==> src/rtl/tdrs_pkg.sv <==
`default_nettype none
package tdrs_pkg;

	localparam int NUM_STAGES = 18;
	localparam int RES_DEPTH = 4;
	localparam logic [5:0] NO_SKIP = 6'd63;
	localparam logic [15:0] SLOT_TICKS_RST = 16'd10000;

	typedef enum logic [2:0] {
		ACT_NONE       = 3'd0,
		ACT_STORE      = 3'd1,
		ACT_TX         = 3'd2,
		ACT_RX_START   = 3'd3,
		ACT_BAD_LEVEL  = 3'd4,
		ACT_BAD_SOURCE = 3'd5,
		ACT_TX_ABORT   = 3'd6
	} action_t;

	typedef enum logic [1:0] {
		CMD_TICK    = 2'd0,
		CMD_RX      = 2'd1,
		CMD_OUTCOME = 2'd2
	} command_t;

	typedef enum logic [1:0] {
		OC_BUSY   = 2'd0,
		OC_SENT   = 2'd1,
		OC_FAILED = 2'd2
	} outcome_t;

	localparam logic REG_NODE_ID = 1'b0;
	localparam logic REG_SLOT_TICKS = 1'b1;

	// per stage: level, slot count, data level
	localparam logic [2:0] STAGE_LV [NUM_STAGES] = '{
		3'd0, 3'd1, 3'd0, 3'd2, 3'd2, 3'd1, 3'd0, 3'd3, 3'd3,
		3'd2, 3'd1, 3'd0, 3'd4, 3'd4, 3'd3, 3'd2, 3'd1, 3'd0};
	localparam logic [4:0] STAGE_NSLT [NUM_STAGES] = '{
		5'd2, 5'd10, 5'd2, 5'd10, 5'd20, 5'd25, 5'd2, 5'd10, 5'd20,
		5'd25, 5'd25, 5'd2, 5'd10, 5'd20, 5'd25, 5'd25, 5'd25, 5'd2};
	localparam logic [2:0] STAGE_DAT [NUM_STAGES] = '{
		3'd0, 3'd0, 3'd1, 3'd0, 3'd2, 3'd2, 3'd2, 3'd0, 3'd3,
		3'd3, 3'd3, 3'd3, 3'd0, 3'd4, 3'd4, 3'd4, 3'd4, 3'd4};

	typedef struct packed {
		logic [1:0]  command;
		logic [15:0] time_now;
		logic [4:0]  rx_level;
		logic [8:0]  rx_slot;
		logic [15:0] rx_stamp;
		logic [31:0] rx_source;
		logic [1:0]  tx_outcome;
	} in_item_t;

	typedef struct packed {
		action_t    action;
		logic [4:0] buffer_index;
		logic [8:0] header_slot;
		logic [4:0] header_level;
		logic       last;
	} res_t;

	typedef struct packed {
		logic load;
		logic recv;
		logic set_origin_now;
		logic reset_cycle;
		logic clr_await;
		logic advance;
		logic drop_send;
		logic div_load;
		logic div_step;
		logic walk_step;
		logic prep;
		logic finish;
	} ctl_cmd_t;

	typedef struct packed {
		logic       awaiting;
		logic       in_sync;
		logic       root;
		logic [1:0] command;
		logic [1:0] outcome;
		logic       rx_accept;
		logic       need_prep;
		logic       walk_stop;
	} dp_stat_t;

endpackage
`default_nettype wire

==> src/rtl/tdrs_in_if.sv <==
`default_nettype none
interface tdrs_in_if;
	logic        valid;
	logic        ready;
	logic [1:0]  command;
	logic [15:0] time_now;
	logic [4:0]  rx_level;
	logic [8:0]  rx_slot;
	logic [15:0] rx_stamp;
	logic [31:0] rx_source;
	logic [1:0]  tx_outcome;

	modport source(output valid, command, time_now, rx_level, rx_slot, rx_stamp, rx_source,
		tx_outcome, input ready);
	modport sink(input valid, command, time_now, rx_level, rx_slot, rx_stamp, rx_source,
		tx_outcome, output ready);
endinterface
`default_nettype wire

==> src/rtl/tdrs_out_if.sv <==
`default_nettype none
interface tdrs_out_if;
	logic       valid;
	logic       ready;
	logic [2:0] action;
	logic [4:0] buffer_index;
	logic [8:0] header_slot;
	logic [4:0] header_level;
	logic       last;

	modport source(output valid, action, buffer_index, header_slot, header_level, last,
		input ready);
	modport sink(input valid, action, buffer_index, header_slot, header_level, last,
		output ready);
endinterface
`default_nettype wire

==> src/rtl/tdrs_res_fifo.sv <==
`default_nettype none
module tdrs_res_fifo (
	input  wire logic           clk,
	input  wire logic           arst_n,
	input  wire logic           push,
	input  wire tdrs_pkg::res_t push_data,
	output logic                room,
	output logic                pop_valid,
	input  wire logic           pop_ready,
	output tdrs_pkg::res_t      pop_data
);
	localparam int AW = $clog2(tdrs_pkg::RES_DEPTH);

	tdrs_pkg::res_t mem_q [tdrs_pkg::RES_DEPTH];
	logic [AW-1:0] wp_q, rp_q;
	logic [AW:0]   count_q;
	logic          pop;

	assign pop = pop_valid && pop_ready;
	assign pop_valid = (count_q != '0);
	assign pop_data = mem_q[rp_q];
	// an item emits at most three results
	assign room = (count_q <= (AW+1)'(tdrs_pkg::RES_DEPTH - 3));

	always_ff @(posedge clk) begin
		if (push) begin
			mem_q[wp_q] <= push_data;
		end
	end

	always_ff @(posedge clk or negedge arst_n) begin
		if (!arst_n) begin
			wp_q <= '0;
			rp_q <= '0;
			count_q <= '0;
		end else begin
			if (push) wp_q <= wp_q + 1'b1;
			if (pop) rp_q <= rp_q + 1'b1;
			if (push && !pop) count_q <= count_q + 1'b1;
			else if (pop && !push) count_q <= count_q - 1'b1;
		end
	end

	a_no_overflow: assert property (@(posedge clk) disable iff (!arst_n)
		!(push && !pop && count_q == (AW+1)'(tdrs_pkg::RES_DEPTH)))
		else $error("result queue overflow");
	a_no_underflow: assert property (@(posedge clk) disable iff (!arst_n)
		(count_q == '0) |-> !pop)
		else $error("result queue underflow");
endmodule
`default_nettype wire

==> src/rtl/tdrs_ctrl.sv <==
`default_nettype none
module tdrs_ctrl #(
	parameter int MAX_WALK = 32
) (
	input  wire logic               clk,
	input  wire logic               arst_n,
	input  wire logic               in_valid,
	output logic                    in_ready,
	input  wire logic               room,
	input  wire tdrs_pkg::dp_stat_t stat,
	output tdrs_pkg::ctl_cmd_t      cmd
);
	localparam int GW = $clog2(MAX_WALK + 1);

	typedef enum logic [5:0] {
		S_IDLE  = 6'b000001,
		S_DISP  = 6'b000010,
		S_DIVLD = 6'b000100,
		S_DIV   = 6'b001000,
		S_WALK  = 6'b010000,
		S_FIN   = 6'b100000
	} state_t;

	state_t state_q, state_d;
	logic [3:0] div_cnt_q;
	logic [GW-1:0] guard_q;
	logic guard_last;

	assign in_ready = (state_q == S_IDLE) && room;
	assign guard_last = (guard_q == GW'(MAX_WALK - 1));

	always_comb begin
		state_d = state_q;
		cmd = '0;
		unique case (state_q)
			S_IDLE: begin
				if (in_valid && in_ready) begin
					cmd.load = 1'b1;
					state_d = S_DISP;
				end
			end
			S_DISP: begin
				state_d = S_FIN;
				if (stat.awaiting) begin
					if (stat.command == tdrs_pkg::CMD_RX) begin
						cmd.recv = 1'b1;
					end else if (stat.command == tdrs_pkg::CMD_OUTCOME) begin
						cmd.clr_await = 1'b1;
						if (stat.outcome == tdrs_pkg::OC_SENT) begin
							cmd.advance = 1'b1;
							state_d = S_DIVLD;
						end else if (stat.outcome != tdrs_pkg::OC_BUSY) begin
							cmd.drop_send = 1'b1;
						end
					end
				end else if (stat.command == tdrs_pkg::CMD_TICK ||
						stat.command == tdrs_pkg::CMD_RX) begin
					if (!stat.in_sync) begin
						if (stat.root) begin
							cmd.set_origin_now = 1'b1;
							cmd.reset_cycle = 1'b1;
							state_d = S_DIVLD;
						end else if (stat.command == tdrs_pkg::CMD_RX) begin
							cmd.recv = 1'b1;
							if (stat.rx_accept) begin
								cmd.reset_cycle = 1'b1;
								state_d = S_DIVLD;
							end
						end
					end else begin
						cmd.recv = (stat.command == tdrs_pkg::CMD_RX);
						state_d = S_DIVLD;
					end
				end
			end
			S_DIVLD: begin
				cmd.div_load = 1'b1;
				state_d = S_DIV;
			end
			S_DIV: begin
				cmd.div_step = 1'b1;
				if (div_cnt_q == 4'd15) state_d = S_WALK;
			end
			S_WALK: begin
				if (stat.need_prep) begin
					cmd.prep = 1'b1;
				end else begin
					cmd.walk_step = 1'b1;
					if (stat.walk_stop || guard_last) state_d = S_FIN;
				end
			end
			S_FIN: begin
				cmd.finish = 1'b1;
				state_d = S_IDLE;
			end
			default: state_d = S_IDLE;
		endcase
	end

	always_ff @(posedge clk or negedge arst_n) begin
		if (!arst_n) begin
			state_q <= S_IDLE;
			div_cnt_q <= '0;
			guard_q <= '0;
		end else begin
			state_q <= state_d;
			if (state_q == S_DIVLD) div_cnt_q <= '0;
			else if (state_q == S_DIV) div_cnt_q <= div_cnt_q + 4'd1;
			if (state_q != S_WALK) guard_q <= '0;
			else if (cmd.walk_step) guard_q <= guard_q + 1'b1;
		end
	end

	a_walk_bound: assert property (@(posedge clk) disable iff (!arst_n)
		(state_q == S_WALK) |-> (guard_q <= GW'(MAX_WALK - 1)))
		else $error("walk ran past its bound");
	a_fin_to_idle: assert property (@(posedge clk) disable iff (!arst_n)
		(state_q == S_FIN) |=> (state_q == S_IDLE))
		else $error("finish did not return to idle");
endmodule
`default_nettype wire

==> src/rtl/tdrs_dp.sv <==
`default_nettype none
module tdrs_dp #(
	parameter int NUM_BUFFERS = 21,
	parameter int GROUP_SIZE = 5
) (
	input  wire logic               clk,
	input  wire logic               arst_n,
	input  wire logic               cfg_we,
	input  wire logic               cfg_index,
	input  wire logic [15:0]        cfg_wdata,
	input  wire tdrs_pkg::in_item_t in_item,
	input  wire tdrs_pkg::ctl_cmd_t cmd,
	output tdrs_pkg::dp_stat_t      stat,
	output logic                    push,
	output tdrs_pkg::res_t          push_data
);
	localparam int BLW = $clog2(GROUP_SIZE + 1);
	localparam int NS = tdrs_pkg::NUM_STAGES;

	// constant tables that follow from the group size
	logic [5:0] mlv_tab [32];
	logic [2:0] md_tab [32];
	logic [4:0] nq_tab [NS];
	logic [5:0] sb_tab [NS];

	for (genvar i = 0; i < 32; i++) begin : g_node
		localparam int LV = (i + GROUP_SIZE - 1) / GROUP_SIZE;
		localparam int MD = (i == 0) ? 0 : ((i - 1) % GROUP_SIZE);
		assign mlv_tab[i] = 6'(LV);
		assign md_tab[i] = 3'(MD);
	end
	for (genvar g = 0; g < NS; g++) begin : g_stage
		localparam int NSL = int'(tdrs_pkg::STAGE_NSLT[g]);
		localparam int DAT = int'(tdrs_pkg::STAGE_DAT[g]);
		localparam int NQ = NSL / GROUP_SIZE;
		localparam int SB = (DAT == 0) ? 0 : (DAT * GROUP_SIZE - (GROUP_SIZE - 1));
		assign nq_tab[g] = 5'(NQ);
		assign sb_tab[g] = 6'(SB);
	end

	// configuration and scheduler state
	logic [4:0]     node_id_q;
	logic [15:0]    slot_ticks_q;
	logic           in_sync_q, prepared_q, sending_q, awaiting_q;
	logic [15:0]    origin_q;
	logic [4:0]     stage_q;
	logic [8:0]     base_q;
	logic [4:0]     send_level_q;
	logic [8:0]     send_slot_q;
	logic [4:0]     slots_total_q, slots_done_q;
	logic [5:0]     send_buffer_q;
	logic [BLW-1:0] buffers_left_q;
	logic [5:0]     skip_q;
	logic [1:0]     res_n_q;
	logic           pend_v_q;

	// item payload
	tdrs_pkg::in_item_t item_q;
	logic [15:0]    prod_q;
	logic [15:0]    cur_q;
	logic [15:0]    rem_q;
	tdrs_pkg::res_t pend_q;

	// receive check
	logic [5:0] mlv, lv6;
	logic parent, store_path, src_bad, rx_accept, parent_sync;

	assign mlv = mlv_tab[node_id_q];
	assign lv6 = {1'b0, item_q.rx_level};
	assign src_bad = (item_q.rx_source >= 32'(NUM_BUFFERS));

	always_comb begin
		parent = 1'b0;
		store_path = 1'b0;
		priority if (lv6 == 6'd0) begin
			parent = (mlv == 6'd1);
		end else if (lv6 < mlv) begin
			parent = ((mlv - lv6) == 6'd1);
		end else begin
			store_path = ((lv6 - mlv) <= 6'd1);
		end
	end

	assign parent_sync = !store_path && parent;
	assign rx_accept = (store_path && !src_bad) || parent_sync;

	// divider
	logic [15:0] tdiv;
	logic [16:0] rem_sh;
	logic [16:0] rem_nx;
	logic        rem_ge;

	assign tdiv = (slot_ticks_q == 16'd0) ? 16'd1 : slot_ticks_q;
	assign rem_sh = {rem_q, cur_q[15]};
	assign rem_ge = (rem_sh >= {1'b0, tdiv});
	assign rem_nx = rem_ge ? rem_sh - {1'b0, tdiv} : rem_sh;

	// walk step
	logic [4:0] sidx;
	logic       w_end, lt_start, lt_send, ge_end, tx_done, buf_bad;
	logic [9:0] end_slot;
	logic [5:0] buf_n;
	logic [2:0] st_lv;
	logic       lv_match;
	logic [7:0] slot_off;
	logic [9:0] prep_slot;

	assign w_end = (stage_q >= 5'(NS));
	assign sidx = w_end ? 5'd0 : stage_q;
	assign end_slot = {1'b0, base_q} + {5'b0, tdrs_pkg::STAGE_NSLT[sidx]};
	assign lt_start = (cur_q < {7'b0, base_q});
	assign lt_send = (cur_q < {7'b0, send_slot_q});
	assign ge_end = (cur_q >= {6'b0, end_slot});
	assign tx_done = (slots_done_q >= slots_total_q);
	assign buf_n = (skip_q != tdrs_pkg::NO_SKIP && send_buffer_q == skip_q) ?
		send_buffer_q + 6'd1 : send_buffer_q;
	assign buf_bad = (buf_n >= 6'(NUM_BUFFERS));
	assign st_lv = tdrs_pkg::STAGE_LV[sidx];
	assign lv_match = ({3'b0, st_lv} == mlv);
	assign slot_off = md_tab[node_id_q] * nq_tab[sidx];
	assign prep_slot = {1'b0, base_q} + {2'b0, slot_off};

	// advance after a sent outcome
	logic [4:0]     adv_done;
	logic [BLW-1:0] adv_left;
	assign adv_done = slots_done_q + 5'd1;
	assign adv_left = (buffers_left_q != '0) ? buffers_left_q - 1'b1 : buffers_left_q;

	logic walk_stop;
	logic emit_v;
	tdrs_pkg::res_t emit_r;

	always_comb begin
		walk_stop = 1'b1;
		emit_v = 1'b0;
		emit_r = '0;
		if (cmd.recv) begin
			if (store_path) begin
				emit_v = 1'b1;
				if (src_bad) begin
					emit_r.action = tdrs_pkg::ACT_BAD_SOURCE;
				end else begin
					emit_r.action = tdrs_pkg::ACT_STORE;
					emit_r.buffer_index = item_q.rx_source[4:0];
				end
			end else if (!parent) begin
				emit_v = 1'b1;
				emit_r.action = tdrs_pkg::ACT_BAD_LEVEL;
			end
		end
		if (cmd.advance && adv_done >= slots_total_q) begin
			emit_v = 1'b1;
			emit_r.action = tdrs_pkg::ACT_RX_START;
		end
		priority if (w_end) begin
			walk_stop = !(node_id_q == 5'd0);
			if (cmd.walk_step && node_id_q != 5'd0) begin
				emit_v = 1'b1;
				emit_r.action = tdrs_pkg::ACT_RX_START;
			end
		end else if (lt_start) begin
			walk_stop = 1'b1;
		end else if (sending_q) begin
			if (lt_send) begin
				walk_stop = 1'b1;
			end else if (tx_done) begin
				walk_stop = 1'b0;
				if (cmd.walk_step) begin
					emit_v = 1'b1;
					emit_r.action = tdrs_pkg::ACT_RX_START;
				end
			end else if (cmd.walk_step) begin
				emit_v = 1'b1;
				if (buf_bad) begin
					emit_r.action = tdrs_pkg::ACT_TX_ABORT;
				end else begin
					emit_r.action = tdrs_pkg::ACT_TX;
					emit_r.buffer_index = buf_n[4:0];
					emit_r.header_slot = send_slot_q;
					emit_r.header_level = send_level_q;
				end
			end
		end else begin
			walk_stop = !ge_end;
		end
	end

	always_comb begin
		stat.awaiting = awaiting_q;
		stat.in_sync = in_sync_q;
		stat.root = (node_id_q == 5'd0);
		stat.command = item_q.command;
		stat.outcome = item_q.tx_outcome;
		stat.rx_accept = rx_accept;
		stat.need_prep = !w_end && !lt_start && !prepared_q;
		stat.walk_stop = walk_stop;
	end

	always_comb begin
		push = 1'b0;
		push_data = pend_q;
		if (cmd.finish) begin
			push = 1'b1;
			if (pend_v_q) begin
				push_data.last = 1'b1;
			end else begin
				push_data = '0;
				push_data.last = 1'b1;
			end
		end else if (emit_v && res_n_q != 2'd3 && pend_v_q) begin
			push = 1'b1;
		end
	end

	always_ff @(posedge clk) begin
		if (cmd.load) begin
			item_q <= in_item;
			prod_q <= 16'(in_item.rx_slot * slot_ticks_q);
		end
		if (cmd.div_load) begin
			cur_q <= item_q.time_now - origin_q;
			rem_q <= '0;
		end else if (cmd.div_step) begin
			// restoring division, one quotient bit per cycle
			rem_q <= rem_nx[15:0];
			cur_q <= {cur_q[14:0], rem_ge};
		end else if (cmd.walk_step && w_end && node_id_q == 5'd0) begin
			cur_q <= '0;
		end
		if (emit_v && res_n_q != 2'd3) pend_q <= emit_r;
	end

	always_ff @(posedge clk or negedge arst_n) begin
		if (!arst_n) begin
			node_id_q <= '0;
			slot_ticks_q <= tdrs_pkg::SLOT_TICKS_RST;
			in_sync_q <= 1'b1;
			prepared_q <= 1'b0;
			sending_q <= 1'b0;
			awaiting_q <= 1'b0;
			origin_q <= '0;
			stage_q <= '0;
			base_q <= '0;
			send_level_q <= '0;
			send_slot_q <= '0;
			slots_total_q <= '0;
			slots_done_q <= '0;
			send_buffer_q <= '0;
			buffers_left_q <= '0;
			skip_q <= tdrs_pkg::NO_SKIP;
			res_n_q <= '0;
			pend_v_q <= 1'b0;
		end else if (cfg_we) begin
			if (cfg_index == tdrs_pkg::REG_NODE_ID) begin
				node_id_q <= cfg_wdata[4:0];
				origin_q <= '0;
				in_sync_q <= (cfg_wdata[4:0] == 5'd0);
				prepared_q <= 1'b0;
				sending_q <= 1'b0;
				awaiting_q <= 1'b0;
				stage_q <= '0;
				base_q <= '0;
			end else begin
				slot_ticks_q <= cfg_wdata;
			end
		end else begin
			if (cmd.recv && parent_sync) origin_q <= item_q.rx_stamp - prod_q;
			if (cmd.set_origin_now) origin_q <= item_q.time_now;
			if (cmd.reset_cycle) begin
				in_sync_q <= 1'b1;
				prepared_q <= 1'b0;
				sending_q <= 1'b0;
				awaiting_q <= 1'b0;
				stage_q <= '0;
				base_q <= '0;
			end
			if (cmd.clr_await) awaiting_q <= 1'b0;
			if (cmd.drop_send) sending_q <= 1'b0;
			if (cmd.advance) begin
				slots_done_q <= adv_done;
				send_slot_q <= send_slot_q + 9'd1;
				buffers_left_q <= adv_left;
				if (adv_left != '0) send_buffer_q <= send_buffer_q + 6'd1;
				if (adv_done >= slots_total_q) sending_q <= 1'b0;
			end
			if (cmd.prep) begin
				prepared_q <= 1'b1;
				if (lv_match) begin
					send_level_q <= {2'b0, st_lv};
					slots_done_q <= '0;
					if (st_lv != 3'd0) begin
						slots_total_q <= nq_tab[sidx];
						send_slot_q <= prep_slot[8:0];
						sending_q <= (nq_tab[sidx] != 5'd0);
					end else begin
						slots_total_q <= tdrs_pkg::STAGE_NSLT[sidx];
						send_slot_q <= base_q;
						sending_q <= (tdrs_pkg::STAGE_NSLT[sidx] != 5'd0);
					end
					if (tdrs_pkg::STAGE_DAT[sidx] == 3'd0) begin
						send_buffer_q <= {1'b0, node_id_q};
						buffers_left_q <= BLW'(1);
						skip_q <= tdrs_pkg::NO_SKIP;
					end else begin
						send_buffer_q <= sb_tab[sidx];
						buffers_left_q <= BLW'(GROUP_SIZE);
						skip_q <= {1'b0, node_id_q};
					end
				end else begin
					sending_q <= 1'b0;
				end
			end
			if (cmd.walk_step) begin
				priority if (w_end) begin
					// root wraps the table, others fall out of sync
					in_sync_q <= (node_id_q == 5'd0);
					prepared_q <= 1'b0;
					sending_q <= 1'b0;
					awaiting_q <= 1'b0;
					stage_q <= '0;
					base_q <= '0;
					if (node_id_q == 5'd0) origin_q <= item_q.time_now;
				end else if (lt_start) begin
					in_sync_q <= in_sync_q;
				end else if (sending_q) begin
					if (!lt_send) begin
						if (tx_done) begin
							sending_q <= 1'b0;
						end else begin
							send_buffer_q <= buf_n;
							if (buf_bad) sending_q <= 1'b0;
							else awaiting_q <= 1'b1;
						end
					end
				end else if (ge_end) begin
					stage_q <= stage_q + 5'd1;
					base_q <= end_slot[8:0];
					prepared_q <= 1'b0;
				end
			end
			if (cmd.finish) begin
				res_n_q <= '0;
				pend_v_q <= 1'b0;
			end else if (emit_v && res_n_q != 2'd3) begin
				res_n_q <= res_n_q + 2'd1;
				pend_v_q <= 1'b1;
			end
		end
	end

	a_await_sending: assert property (@(posedge clk) disable iff (!arst_n)
		awaiting_q |-> sending_q)
		else $error("waiting on an outcome with no transmission open");
	a_pend_count: assert property (@(posedge clk) disable iff (!arst_n)
		pend_v_q == (res_n_q != 2'd0))
		else $error("held result and result count disagree");
endmodule
`default_nettype wire

==> src/rtl/tdma_relay_slot_scheduler.sv <==
`default_nettype none
// Channel  Dir  Beat
// in_ch    in   command, time_now, rx_level, rx_slot, rx_stamp, rx_source, tx_outcome
// out_ch   out  action, buffer_index, header_slot, header_level, last (1-3 beats per item)
// cfg      in   cfg_we / cfg_index / cfg_wdata, index 0 node_id, 1 slot_ticks
//
// An item that runs no table walk passes through accept, dispatch and finish.
// A walking item adds a divider load and the slot divider steps (one quotient bit per cycle),
// then walk steps and stage prepares, at most MAX_WALK walk steps.
// Results drain through a 4-entry queue; an item is taken once 3 entries are free.
// Asynchronous reset leaves node 0 in sync with slot_ticks 10000.
module tdma_relay_slot_scheduler #(
	parameter int NUM_BUFFERS = 21,
	parameter int GROUP_SIZE = 5,
	parameter int MAX_WALK = 32
) (
	input  wire logic        clk,
	input  wire logic        arst_n,
	tdrs_in_if.sink          in_ch,
	tdrs_out_if.source       out_ch,
	input  wire logic        cfg_we,
	input  wire logic        cfg_index,
	input  wire logic [15:0] cfg_wdata
);
	tdrs_pkg::in_item_t in_item;
	tdrs_pkg::ctl_cmd_t cmd;
	tdrs_pkg::dp_stat_t stat;
	tdrs_pkg::res_t     push_data, pop_data;
	logic push, room;

	always_comb begin
		in_item.command = in_ch.command;
		in_item.time_now = in_ch.time_now;
		in_item.rx_level = in_ch.rx_level;
		in_item.rx_slot = in_ch.rx_slot;
		in_item.rx_stamp = in_ch.rx_stamp;
		in_item.rx_source = in_ch.rx_source;
		in_item.tx_outcome = in_ch.tx_outcome;
	end

	tdrs_ctrl #(.MAX_WALK(MAX_WALK)) u_ctrl (
		.clk      (clk),
		.arst_n   (arst_n),
		.in_valid (in_ch.valid),
		.in_ready (in_ch.ready),
		.room     (room),
		.stat     (stat),
		.cmd      (cmd)
	);

	tdrs_dp #(.NUM_BUFFERS(NUM_BUFFERS), .GROUP_SIZE(GROUP_SIZE)) u_dp (
		.clk       (clk),
		.arst_n    (arst_n),
		.cfg_we    (cfg_we),
		.cfg_index (cfg_index),
		.cfg_wdata (cfg_wdata),
		.in_item   (in_item),
		.cmd       (cmd),
		.stat      (stat),
		.push      (push),
		.push_data (push_data)
	);

	tdrs_res_fifo u_fifo (
		.clk       (clk),
		.arst_n    (arst_n),
		.push      (push),
		.push_data (push_data),
		.room      (room),
		.pop_valid (out_ch.valid),
		.pop_ready (out_ch.ready),
		.pop_data  (pop_data)
	);

	assign out_ch.action = pop_data.action;
	assign out_ch.buffer_index = pop_data.buffer_index;
	assign out_ch.header_slot = pop_data.header_slot;
	assign out_ch.header_level = pop_data.header_level;
	assign out_ch.last = pop_data.last;

	a_accept_room: assert property (@(posedge clk) disable iff (!arst_n)
		(in_ch.valid && in_ch.ready) |-> room)
		else $error("item taken without queue room");
endmodule
`default_nettype wire

==> src/flat_wrapper.sv <==
// flat-port wrapper written by rule: the top's interface ports become plain ports
module tdma_relay_slot_scheduler_flat 
#(
	parameter int NUM_BUFFERS = 21,
	parameter int GROUP_SIZE = 5,
	parameter int MAX_WALK = 32
)
  (clk, arst_n, cfg_we, cfg_index, cfg_wdata, in_ch_valid, in_ch_command, in_ch_time_now, in_ch_rx_level, in_ch_rx_slot, in_ch_rx_stamp, in_ch_rx_source, in_ch_tx_outcome, in_ch_ready, out_ch_valid, out_ch_action, out_ch_buffer_index, out_ch_header_slot, out_ch_header_level, out_ch_last, out_ch_ready);
  tdrs_in_if in_ch_i ();
  tdrs_out_if out_ch_i ();
  input  wire logic clk;
  input  wire logic arst_n;
  input  wire logic cfg_we;
  input  wire logic cfg_index;
  input  wire logic [15:0] cfg_wdata;
  input wire logic [$bits(in_ch_i.valid)-1:0] in_ch_valid;
  input wire logic [$bits(in_ch_i.command)-1:0] in_ch_command;
  input wire logic [$bits(in_ch_i.time_now)-1:0] in_ch_time_now;
  input wire logic [$bits(in_ch_i.rx_level)-1:0] in_ch_rx_level;
  input wire logic [$bits(in_ch_i.rx_slot)-1:0] in_ch_rx_slot;
  input wire logic [$bits(in_ch_i.rx_stamp)-1:0] in_ch_rx_stamp;
  input wire logic [$bits(in_ch_i.rx_source)-1:0] in_ch_rx_source;
  input wire logic [$bits(in_ch_i.tx_outcome)-1:0] in_ch_tx_outcome;
  output wire logic [$bits(in_ch_i.ready)-1:0] in_ch_ready;
  output wire logic [$bits(out_ch_i.valid)-1:0] out_ch_valid;
  output wire logic [$bits(out_ch_i.action)-1:0] out_ch_action;
  output wire logic [$bits(out_ch_i.buffer_index)-1:0] out_ch_buffer_index;
  output wire logic [$bits(out_ch_i.header_slot)-1:0] out_ch_header_slot;
  output wire logic [$bits(out_ch_i.header_level)-1:0] out_ch_header_level;
  output wire logic [$bits(out_ch_i.last)-1:0] out_ch_last;
  input wire logic [$bits(out_ch_i.ready)-1:0] out_ch_ready;
  assign in_ch_i.valid = in_ch_valid;
  assign in_ch_i.command = in_ch_command;
  assign in_ch_i.time_now = in_ch_time_now;
  assign in_ch_i.rx_level = in_ch_rx_level;
  assign in_ch_i.rx_slot = in_ch_rx_slot;
  assign in_ch_i.rx_stamp = in_ch_rx_stamp;
  assign in_ch_i.rx_source = in_ch_rx_source;
  assign in_ch_i.tx_outcome = in_ch_tx_outcome;
  assign in_ch_ready = in_ch_i.ready;
  assign out_ch_valid = out_ch_i.valid;
  assign out_ch_action = out_ch_i.action;
  assign out_ch_buffer_index = out_ch_i.buffer_index;
  assign out_ch_header_slot = out_ch_i.header_slot;
  assign out_ch_header_level = out_ch_i.header_level;
  assign out_ch_last = out_ch_i.last;
  assign out_ch_i.ready = out_ch_ready;
  tdma_relay_slot_scheduler #(.NUM_BUFFERS(NUM_BUFFERS), .GROUP_SIZE(GROUP_SIZE), .MAX_WALK(MAX_WALK)) u_core (.clk(clk), .arst_n(arst_n), .in_ch(in_ch_i), .out_ch(out_ch_i), .cfg_we(cfg_we), .cfg_index(cfg_index), .cfg_wdata(cfg_wdata));
endmodule
==> config.mk <==
export PLATFORM = sky130hd
export DESIGN_NAME = tdma_relay_slot_scheduler_flat
export DESIGN_NICKNAME = d
export VERILOG_FILES = /design/src/rtl/tdrs_pkg.sv /design/src/rtl/tdrs_in_if.sv /design/src/rtl/tdrs_out_if.sv /design/src/rtl/tdrs_res_fifo.sv /design/src/rtl/tdrs_ctrl.sv /design/src/rtl/tdrs_dp.sv /design/src/rtl/tdma_relay_slot_scheduler.sv /design/src/flat_wrapper.sv
export SDC_FILE = /design/constraint.sdc
export NUM_CORES = 1
export LEC_CHECK = 0
export ABC_AREA = 0
export BUFFER_PORTS_ARGS = -buffer_cell sky130_fd_sc_hd__buf_4
export CORE_UTILIZATION = 51
export CTS_CLUSTER_SIZE = 16
export DETAILED_ROUTE_END_ITERATION = 10
export PLACE_DENSITY = 0.65
export SYNTH_ARGS = -nofsm -noshare
export SYNTH_HDL_FRONTEND = slang
export SYNTH_SLANG_ARGS = --single-unit
==> constraint.sdc <==
create_clock -name clk -period 14.8 [get_ports clk]
set_clock_uncertainty 0.05 [all_clocks]
set_input_delay 2.96 -clock clk [delete_from_list [all_inputs] [get_ports clk]]
set_output_delay 2.96 -clock clk [all_outputs]
set_load 0.005 [all_outputs]
==> flow_metrics.env, run 1 <==
export IMPL_num_nets_final=2590
export IMPL_grt_total_usage=0.255
export IMPL_yosys_top_cells_count="nand2_1, edfxtp_1, inv_1, ha_1, o21ai_0"
export IMPL_synthToLayoutAreaGrowth_pct=12.4
export IMPL_yosysWarnings=0
export IMPL_numCtsBuffers=39
export IMPL_worstHoldStart="u_core.u_dp.rem_q[15]"
export IMPL_instances_no_fill=2866
export IMPL_status="finished, final reports clean"
export IMPL_ir_drop_v=0.000215
export IMPL_crit_fanout=14
export IMPL_dpl_hpwl_mm=41.3
export IMPL_path_class="in2reg"
export IMPL_fin_area_um2=25100
export IMPL_drt_iter0_markers=982
export IMPL_grt_start_max_net_pins=67
export IMPL_crit_start="in_ch_rx_slot[2]"
export IMPL_cp_arrival_ns=7.32
export IMPL_slew_violations=0
export IMPL_setup_violations=0
export IMPL_post_cts_resized=0
export IMPL_initial_core_util=0.518
export IMPL_use_met2=0.452
export IMPL_cts_sinks=343
export IMPL_cts_htree_levels=2
export IMPL_seq_area_frac_synth=0.428
export IMPL_port_buffers=126
export IMPL_vias=16300
export IMPL_worst_pin_slew_ns=1.17
export IMPL_die_w_um=211
export IMPL_diodes=0
export IMPL_synthDominantCellAreaShare=0.281
export IMPL_final_min_clock_period_ns=7.01
export IMPL_syn_instance_count=2144
export IMPL_hp_class="reg2reg"
export IMPL_p_per_area_nw_per_um2=137
export IMPL_placed_cells=2794
export IMPL_avgViaCountPerCell=5.67
export IMPL_tns_ns=0
export IMPL_hold_buffers=0
export IMPL_die_y_um=211
export IMPL_reg2reg_from="u_core.u_dp.stage_q[0]"
export IMPL_post_cts_buffers=0
export IMPL_place_area_um2=23800
export IMPL_rows=76
export IMPL_path_clk_slew_ns=0.07
export IMPL_gp_congestion=0.901
export IMPL_antenna_found_initial=0
export IMPL_post_drt_wl_per_cell_um=19.2
export IMPL_clk_latency_ns=0.57
export IMPL_cp_end_kind="flip-flop"
export IMPL_cts_tree="built"
export IMPL_rsz0062_at_grt="no"
export IMPL_cts_root_buf="clkbuf_16"
export IMPL_synth_top_area_cell="edfxtp_1"
export IMPL_fillCellCount=3749
export IMPL_synth_ff_latch_count=343
export IMPL_drtAntennaViolNets=0
export IMPL_leakage_uw=0.0102
export IMPL_fmax_mhz=143
export IMPL_met3_usage=0.0314
export IMPL_power_uw=3430
export IMPL_core_area_um2=43200
export IMPL_drive_above_1_share=0.127
export IMPL_drcViolationCount=0
export IMPL_routed_wl_mm=55.2
export IMPL_synth_ff_type="edfxtp_1"
export IMPL_yosys_top_cells_area="edfxtp_1, dfrtp_1, ha_1"
export IMPL_finalCritPeriodShare=0.474
export IMPL_synth_cell_area_um2=22300
export IMPL_synth_edf_count=209
export IMPL_grt_busiest_layer="met2"
export IMPL_start_kind="input pin"
export IMPL_grt_overflow=0
export IMPL_ys_types=97
export IMPL_cp_required_ns=15.11
export IMPL_cts_buffer_depth=3
export IMPL_yosysMostFrequentCell="nand2_1"
export IMPL_maxCapViolCount=0
export IMPL_drtPass1Iterations=8
export IMPL_grt_pass1_vias=16400
export IMPL_die_area_um2=44700
export IMPL_avgSynthCellArea_um2=10.4
export IMPL_grt_pass1_wl_mm=88.8
export IMPL_hold_violations=0
export IMPL_relSlewSlack=0.212
export IMPL_ios=129
export IMPL_use_met1=0.322
export IMPL_synthArstFlopShare=0.344
## area by class of cell
class | instances | area (um2) | share of cell area
clock buffers | 46 | 1000 | 0.0399
clock inverters | 26 | 284 | 0.0113
inverters | 209 | 785 | 0.0312
multi-input cells | 1515 | 11700 | 0.465
flip-flops and latches | 343 | 9570 | 0.381
well taps | 585 | 732 | 0.0291
repair buffers | 142 | 1070 | 0.0424
## placed cells by master, fill, tap and decap left out, drive strengths merged, types with 12 or more instances in the layout
cell type	instances
a211oi	15
a21o	16
a21oi	86
a22oi	12
and2	70
buf	142
clkbuf	46
clkinv	19
dfrtp	105
dfstp	13
dfxtp	16
edfxtp	209
fa	77
ha	159
inv	209
mux2	12
mux2i	29
mux4	22
nand2	215
nand2b	19
nand3	43
nand4	12
nor2	113
nor2b	50
nor3	53
nor4	29
o211ai	16
o21a	17
o21ai	142
or3	12
xnor2	74
xor2	30
## metal layers
layer	wire length, um	share of wire
met5	0	0
met4	1570	0.028
met3	2340	0.042
met2	28100	0.51
met1	23200	0.42
## sequential cells by signal, indices dropped and copies added (netlist names), 5 cells and up
register	count
u_core.u_ctrl.guard_q	6
u_core.u_ctrl.state_q	6
u_core.u_dp.base_q	9
u_core.u_dp.cur_q	16
u_core.u_dp.item_q	69
u_core.u_dp.node_id_q	5
u_core.u_dp.origin_q	16
u_core.u_dp.pend_q	20
u_core.u_dp.prod_q	16
u_core.u_dp.rem_q	16
u_core.u_dp.send_buffer_q	6
u_core.u_dp.send_slot_q	9
u_core.u_dp.skip_q	6
u_core.u_dp.slot_ticks_q	16
u_core.u_dp.slots_done_q	5
u_core.u_dp.slots_total_q	5
u_core.u_dp.stage_q	5
u_core.u_fifo.mem_q	84
## path summary, 6_finish.rpt
check	to	slack, ns	cells past startpoint
min in group asynchronous	u_core.u_dp.slots_total_q[0]	2.45	1
max in group asynchronous	u_core.u_ctrl.state_q[3]	10.93	2
max	u_core.u_dp.prod_q[14]	7.79	18
min reg2reg	u_core.u_dp.rem_q[15]	0.42	2
min	u_core.u_dp.rem_q[15]	0.42	2
max reg2reg	u_core.u_dp.prepared_q	8.25	24
## logic make-up after synthesis
group,synth area share
adder cells (fa/ha/maj),0.158
AND/OR/NAND/NOR,0.152
AO/OA/AOI/OAI,0.130
other,0.000168
multiplexers,0.0412
buffers and inverters,0.0499
flip-flops,0.428
XOR/XNOR,0.0408
## stage by stage
stage / util / worst slack [ns] / hold WS [ns]
6_report: 0.582 / 7.79 / 0.419
5_1_grt: 0.582 / 7.48 / 0.445
4_1_cts: 0.582 / 7.82 / 0.416
3_5_place_dp: 0.552 / 7.24 / 0.407
3_3_place_gp: 0.552 / 7.31 / 0.393
2_1_floorplan: - / 7.44 / 0.382
## critical path, stage by stage
cell	delay, ns
buf_4	0.17
nand2_1	0.10
fa_1	0.54
inv_1	0.05
fa_1	0.46
ha_1	0.29
inv_1	0.05
fa_1	0.53
inv_1	0.04
ha_1	0.32
nor2b_1	0.14
o21ai_0	0.21
a21boi_0	0.15
o21ai_0	0.23
a21oi_1	0.12
o21ai_0	0.22
or4b_2	0.60
o311ai_0	0.13
## where the power goes
part	switching (uW)	internal (uW)
registers	88.2	1150
logic	677	551
clock network	419	549
total	1180	2250
Note: power is estimated with default switching activity, not from simulation.
==> run 2, diff against run 1 <==
clock period = 6.5 ns   (was 14.8 ns; I/O delays follow)
==> flow_metrics.env, run 2 (same netlist as run 1, synthesis figures left out) <==
export IMPL_status="finished, final reports clean"
export IMPL_cts_buffer_depth=3
export IMPL_critical_path_buf_inv_count=2
export IMPL_r2r_setup_slack_ns=0.55
export IMPL_grt_start_max_net_pins=76
export IMPL_die_y_um=211
export IMPL_fillCellCount=3755
export IMPL_pwr_share_seq=0.355
export IMPL_finalCritPeriodShare=0.915
export IMPL_port_buffers=126
export IMPL_initial_core_util=0.518
export IMPL_drtAntennaViolNets=0
export IMPL_place_area_um2=23900
export IMPL_power_uw=7920
export IMPL_combPwrFrac=0.351
export IMPL_clkPwrFrac=0.294
export IMPL_switching_share=0.336
export IMPL_diodes=0
export IMPL_fmax_mhz=168
export IMPL_die_w_um=211
export IMPL_hold_violations=0
export IMPL_avgViaCountPerCell=5.70
export IMPL_post_drt_wl_per_cell_um=19.0
export IMPL_cp_slowest_cell="dfrtp_1"
export IMPL_start_kind="flip-flop"
export IMPL_tns_ns=0
export IMPL_dpl_hpwl_mm=41.2
export IMPL_relSlewSlack=0.288
export IMPL_p_int_uw=5260
export IMPL_path_class="reg2reg"
export IMPL_top_regs="u_core.u_fifo.mem_q (84), u_core.u_dp.item_q (69), u_core.u_dp.pend_q (20)"
export IMPL_die_area_um2=44700
export IMPL_clk_latency_ns=0.58
export IMPL_top_register="u_core.u_fifo.mem_q"
export IMPL_antenna_found_initial=0
export IMPL_critPathTopFamily="compound AO/OA/AOI/OAI gates"
export IMPL_largest_reg_flops=84
export IMPL_hold_buffers=0
export IMPL_grt_pass1_wl_mm=87.5
export IMPL_p_switching_uw=2660
export IMPL_crit_fanout=10
export IMPL_rows=76
export IMPL_drive_above_1_share=0.131
export IMPL_drt_iter0_markers=1079
export IMPL_setup_violations=0
export IMPL_maxCapViolCount=0
export IMPL_p_per_area_nw_per_um2=314
export IMPL_worst_pin_slew_ns=1.07
export IMPL_numCtsBuffers=40
export IMPL_final_common_cell="nand2_1"
export IMPL_vias=16400
export IMPL_cp_arrival_ns=6.41
export IMPL_cp_required_ns=6.97
export IMPL_drcViolationCount=0
export IMPL_cts_root_buf="clkbuf_16"
export IMPL_core_area_um2=43200
export IMPL_path_clk_slew_ns=0.06
export IMPL_grt_pass1_vias=16300
export IMPL_hp_class="reg2reg"
export IMPL_cp_slowest_stage_delay_ns=0.49
export IMPL_synthToLayoutAreaGrowth_pct=13.0
export IMPL_drtPass1Iterations=5
export IMPL_ios=129
export IMPL_fin_area_um2=25200
export IMPL_cts_htree_levels=2
export IMPL_slew_violations=0
export IMPL_rsz0062_at_grt="no"
export IMPL_num_nets_final=2599
export IMPL_mostFrequentLayoutCells="nand2_1, edfxtp_1, inv_1"
export IMPL_leakage_uw=0.0103
export IMPL_cp_end_kind="flip-flop"
export IMPL_grt_total_usage=0.254
export IMPL_cp_common_cell="ha_1"
export IMPL_routed_wl_mm=54.8
export IMPL_cts_tree="built"
export IMPL_cts_sinks=343
export IMPL_grt_overflow=0
export IMPL_cp_cell_sequence="inv_1 -> ha_1 -> o41ai_4 -> nand2_1 -> inv_1 -> ha_1 -> nand2_1 -> and3_1 -> o21ai_0 -> ha_1 -> a21o_1 -> a21oi_1 -> o21bai_1 -> a21oi_1 -> xnor2_1 -> ha_1 -> a2111oi_1 -> nor2b_1 -> o21ai_0 -> a21o_1 -> nand3_1 -> a31o_1 -> mux2_2"
export IMPL_final_min_clock_period_ns=5.95
export IMPL_gp_congestion=0.939
export IMPL_ir_drop_v=0.000607
-- run 2: cell count changes in the layout (fill, tap and decap cells not counted), sizes merged --
| cell | change |
|---|---|
| buf | +8 |
| clkinv | -7 |
| clkbuf | +5 |
| bufinv | +2 |
| inv | +2 |
| clkinvlp | -1 |
-- run 2: cell type report --
type	count	area, um2	area share
Tap cell	585	732	0.0290
Clock buffer	51	1080	0.0429
Clock inverter	22	275	0.0109
Sequential cell	343	9570	0.379
Multi-Input combinational cell	1515	11700	0.463
Timing Repair Buffer	150	1130	0.0446
Inverter	209	785	0.0311
-- run 2: worst min-delay path, delay by kind of cell, from the launching register on --
family | cells | cell delay [ns]
flip-flops | 1 | 0.32
AND/OR/NAND/NOR | 2 | 0.09
-- run 2: worst paths after layout --
path	start	end	cells after the start
setup / recovery	u_core.u_dp.stage_q[0]	u_core.u_dp.stage_q[0]	23
hold / removal	u_core.u_dp.rem_q[15]	u_core.u_dp.rem_q[15]	2
min in group asynchronous	arst_n	u_core.u_dp.slots_done_q[2]	1
max in group asynchronous	arst_n	u_core.u_dp.slot_ticks_q[6]	2
hold reg to reg	u_core.u_dp.rem_q[15]	u_core.u_dp.rem_q[15]	2
setup reg to reg	u_core.u_dp.stage_q[0]	u_core.u_dp.stage_q[0]	23
-- run 2: what timing repair did --
item	in CTS	in global routing
endpoints found under the setup margin	0	16
setup buffers	0	0
gates resized for setup	0	2
-- run 2: routing by layer --
layer / wire, um / part of all wire / GRT usage
met5: 0 / 0 / 0
met4: 2140 / 0.039 / 0.104
met3: 2570 / 0.047 / 0.0412
met2: 27500 / 0.50 / 0.441
met1: 22600 / 0.41 / 0.313
-- run 2: power groups by stage --
stage,combinational [uW],clock (uW),sequential [uW]
after global routing,3130,2460,2830
after floorplan,2040,0,2740
final,2780,2330,2810
after CTS,2830,2370,2810
after global placement,2760,0,2850
after detailed placement,2810,0,2860
-- run 2: stage by stage --
stage	worst slack, ns	hold WS [ns]	utilization	instances
final	0.555	0.404	0.585	2875
after global routing	0.0198	0.423	0.585	2875
after CTS	0.430	0.403	0.585	2875
after detailed placement	0.460	0.396	0.553	2802
after global placement	0.663	0.392	0.553	2802
after floorplan	0.802	0.382	-	2145
==> run 3, diff against run 2 <==
MAX_ROUTING_LAYER = met4   (was unset)
clock period = 7.6 ns   (was 6.5 ns; I/O delays follow)
==> flow_metrics.env, run 3 (same netlist as run 1, synthesis figures left out) <==
export IMPL_status="finished, final reports clean"
export IMPL_critPathTopFamily="compound AO/OA/AOI/OAI gates"
export IMPL_r2r_end="u_core.u_dp.prepared_q"
export IMPL_p_switching_uw=2320
export IMPL_ios=129
export IMPL_rows=76
export IMPL_post_drt_wl_per_cell_um=19.3
export IMPL_cp_arrival_ns=6.93
export IMPL_largest_reg_flops=84
export IMPL_grt_pass1_vias=16300
export IMPL_drive_above_1_share=0.130
export IMPL_vias=16300
export IMPL_pwr_share_seq=0.348
export IMPL_die_area_um2=44700
export IMPL_cp_required_ns=8.01
export IMPL_finalCritPeriodShare=0.857
export IMPL_tns_ns=0
export IMPL_grt_pass1_wl_mm=87.5
export IMPL_cp_common_cell="ha_1"
export IMPL_place_worst_setup_slack_ns=1.24
export IMPL_cts_tree="built"
export IMPL_setup_violations=0
export IMPL_path_clk_slew_ns=0.06
export IMPL_leakage_uw=0.0103
export IMPL_port_buffers=126
export IMPL_reg2reg_from="u_core.u_dp.stage_q[0]"
export IMPL_die_y_um=211
export IMPL_mostFrequentLayoutCells="nand2_1, edfxtp_1, inv_1"
export IMPL_setup_ws_ns=1.08
export IMPL_placed_cells=2793
export IMPL_p_int_uw=4600
export IMPL_cp_end_kind="flip-flop"
export IMPL_drt_iter0_markers=1023
export IMPL_fillCellCount=3751
export IMPL_grt_overflow=0
export IMPL_grt_total_usage=0.261
export IMPL_top_regs="u_core.u_fifo.mem_q (84), u_core.u_dp.item_q (69), u_core.u_dp.pend_q (20)"
export IMPL_hp_class="reg2reg"
export IMPL_clk_latency_ns=0.58
export IMPL_drtAntennaViolNets=0
export IMPL_holdPathEnd="u_core.u_dp.rem_q[15]"
export IMPL_core_area_um2=43200
export IMPL_antenna_found_initial=0
export IMPL_cts_buffer_depth=3
export IMPL_r2r_setup_slack_ns=1.08
export IMPL_num_nets_final=2591
export IMPL_final_min_clock_period_ns=6.52
export IMPL_post_cts_buffers=0
export IMPL_numCtsBuffers=41
export IMPL_path_class="reg2reg"
export IMPL_avgViaCountPerCell=5.70
export IMPL_critical_path_buf_inv_count=3
export IMPL_hold_violations=0
export IMPL_die_w_um=211
export IMPL_dpl_hpwl_mm=41.6
export IMPL_switching_share=0.336
export IMPL_fmax_mhz=153
export IMPL_drtPass1Iterations=7
export IMPL_cp_slowest_cell="o41ai_4"
export IMPL_start_kind="flip-flop"
export IMPL_cts_root_buf="clkbuf_16"
export IMPL_p_per_area_nw_per_um2=274
export IMPL_ir_drop_v=0.000458
export IMPL_cts_htree_levels=2
export IMPL_worst_pin_slew_ns=1.21
export IMPL_combPwrFrac=0.346
export IMPL_initial_core_util=0.518
export IMPL_gp_congestion=0.934
export IMPL_top_register="u_core.u_fifo.mem_q"
export IMPL_relSlewSlack=0.184
export IMPL_cts_sinks=343
export IMPL_synthToLayoutAreaGrowth_pct=13.2
export IMPL_hold_buffers=0
export IMPL_grt_start_max_net_pins=85
export IMPL_maxCapViolCount=0
export IMPL_rsz0062_at_grt="no"
export IMPL_slew_violations=0
export IMPL_post_cts_resized=0
export IMPL_clkPwrFrac=0.306
export IMPL_min_path_cells=2
export IMPL_worstHoldStart="u_core.u_dp.rem_q[15]"
export IMPL_drcViolationCount=0
export IMPL_instances_no_fill=2870
export IMPL_crit_fanout=10
export IMPL_routed_wl_mm=55.3
export IMPL_reg2reg_depth=25
export IMPL_final_common_cell="nand2_1"
export IMPL_cp_slowest_stage_delay_ns=0.53
-- run 3: cell count changes in the layout (fill, tap and decap cells not counted), sizes merged --
cell      delta
buf          -9
bufinv       +2
clkbuf       -2
clkinvlp     +4
diode        +1
inv          -1
-- run 3: final cells by class --
cell class | instances | area, um2 | share of cell area
Multi-Input combinational cell | 1515 | 11700 | 0.462
Sequential cell | 343 | 9570 | 0.378
Clock buffer | 49 | 1090 | 0.0429
Timing Repair Buffer | 141 | 1060 | 0.0418
Inverter | 209 | 785 | 0.0310
Tap cell | 585 | 732 | 0.0289
Clock inverter | 27 | 394 | 0.0156
Antenna cell | 1 | 2.50 | 0.0000989
-- run 3: power groups by stage --
stage                     clock [uW]  combinational [uW]  sequential [uW]
after floorplan                    0                1750             2350
after global placement             0                2360             2440
after detailed placement           0                2410             2450
after CTS                       2160                2420             2410
after global routing            2230                2700             2430
final                           2120                2400             2410
-- run 3: through the flow --
stage	power [uW]	util	hold slack (ns)	instance area, um2
detailed placement	4850	0.552	0.401	23800
floorplan	4090	-	0.382	22400
finish	6920	0.586	0.408	25300
global route	7360	0.586	0.441	25300
CTS	6990	0.586	0.408	25300
global placement	4800	0.552	0.394	23800
-- run 3: per-layer routing --
metal  up-vias  global-route usage  wire length (um)
li1       7829                   -                 -
met2       365               0.434             27300
met1      8032               0.318             23500
met4         0               0.118              2470
met3       119              0.0343              2030
met5         -                   -                 0
-- run 3: worst max-delay path by stage --
stage | start | to | slack (ns) | cells past startpoint
2_1_floorplan | in_ch_rx_slot[2] | u_core.u_dp.prod_q[14] | 1.68 | 18
3_3_place_gp | u_core.u_dp.stage_q[0] | u_core.u_dp.prepared_q | 1.46 | 24
3_5_place_dp | u_core.u_dp.stage_q[0] | u_core.u_dp.stage_q[0] | 1.24 | 24
4_1_cts | u_core.u_dp.stage_q[0] | u_core.u_dp.prepared_q | 1.23 | 24
5_1_grt | u_core.u_dp.stage_q[0] | u_core.u_dp.prepared_q | 0.70 | 24
6_report | u_core.u_dp.stage_q[0] | u_core.u_dp.prepared_q | 1.08 | 25
-- run 3: worst register-to-register path, cell delays in order, from the launching register on --
cell      delay [ns]
dfrtp_1         0.48
inv_1           0.13
ha_1            0.26
o41ai_4         0.53
nand2_1         0.29
inv_1           0.19
ha_1            0.20
inv_1           0.05
o22ai_1         0.15
a211oi_1        0.18
ha_1            0.31
fa_1            0.41
a21o_1          0.17
a21oi_1         0.23
nor2b_1         0.07
o21ai_0         0.51
nor3_1          0.13
xnor2_1         0.19
ha_1            0.28
and4_1          0.15
o21ai_0         0.07
a21oi_1         0.16
a21o_1          0.16
nand3_1         0.30
a31o_1          0.45
mux2_2          0.31
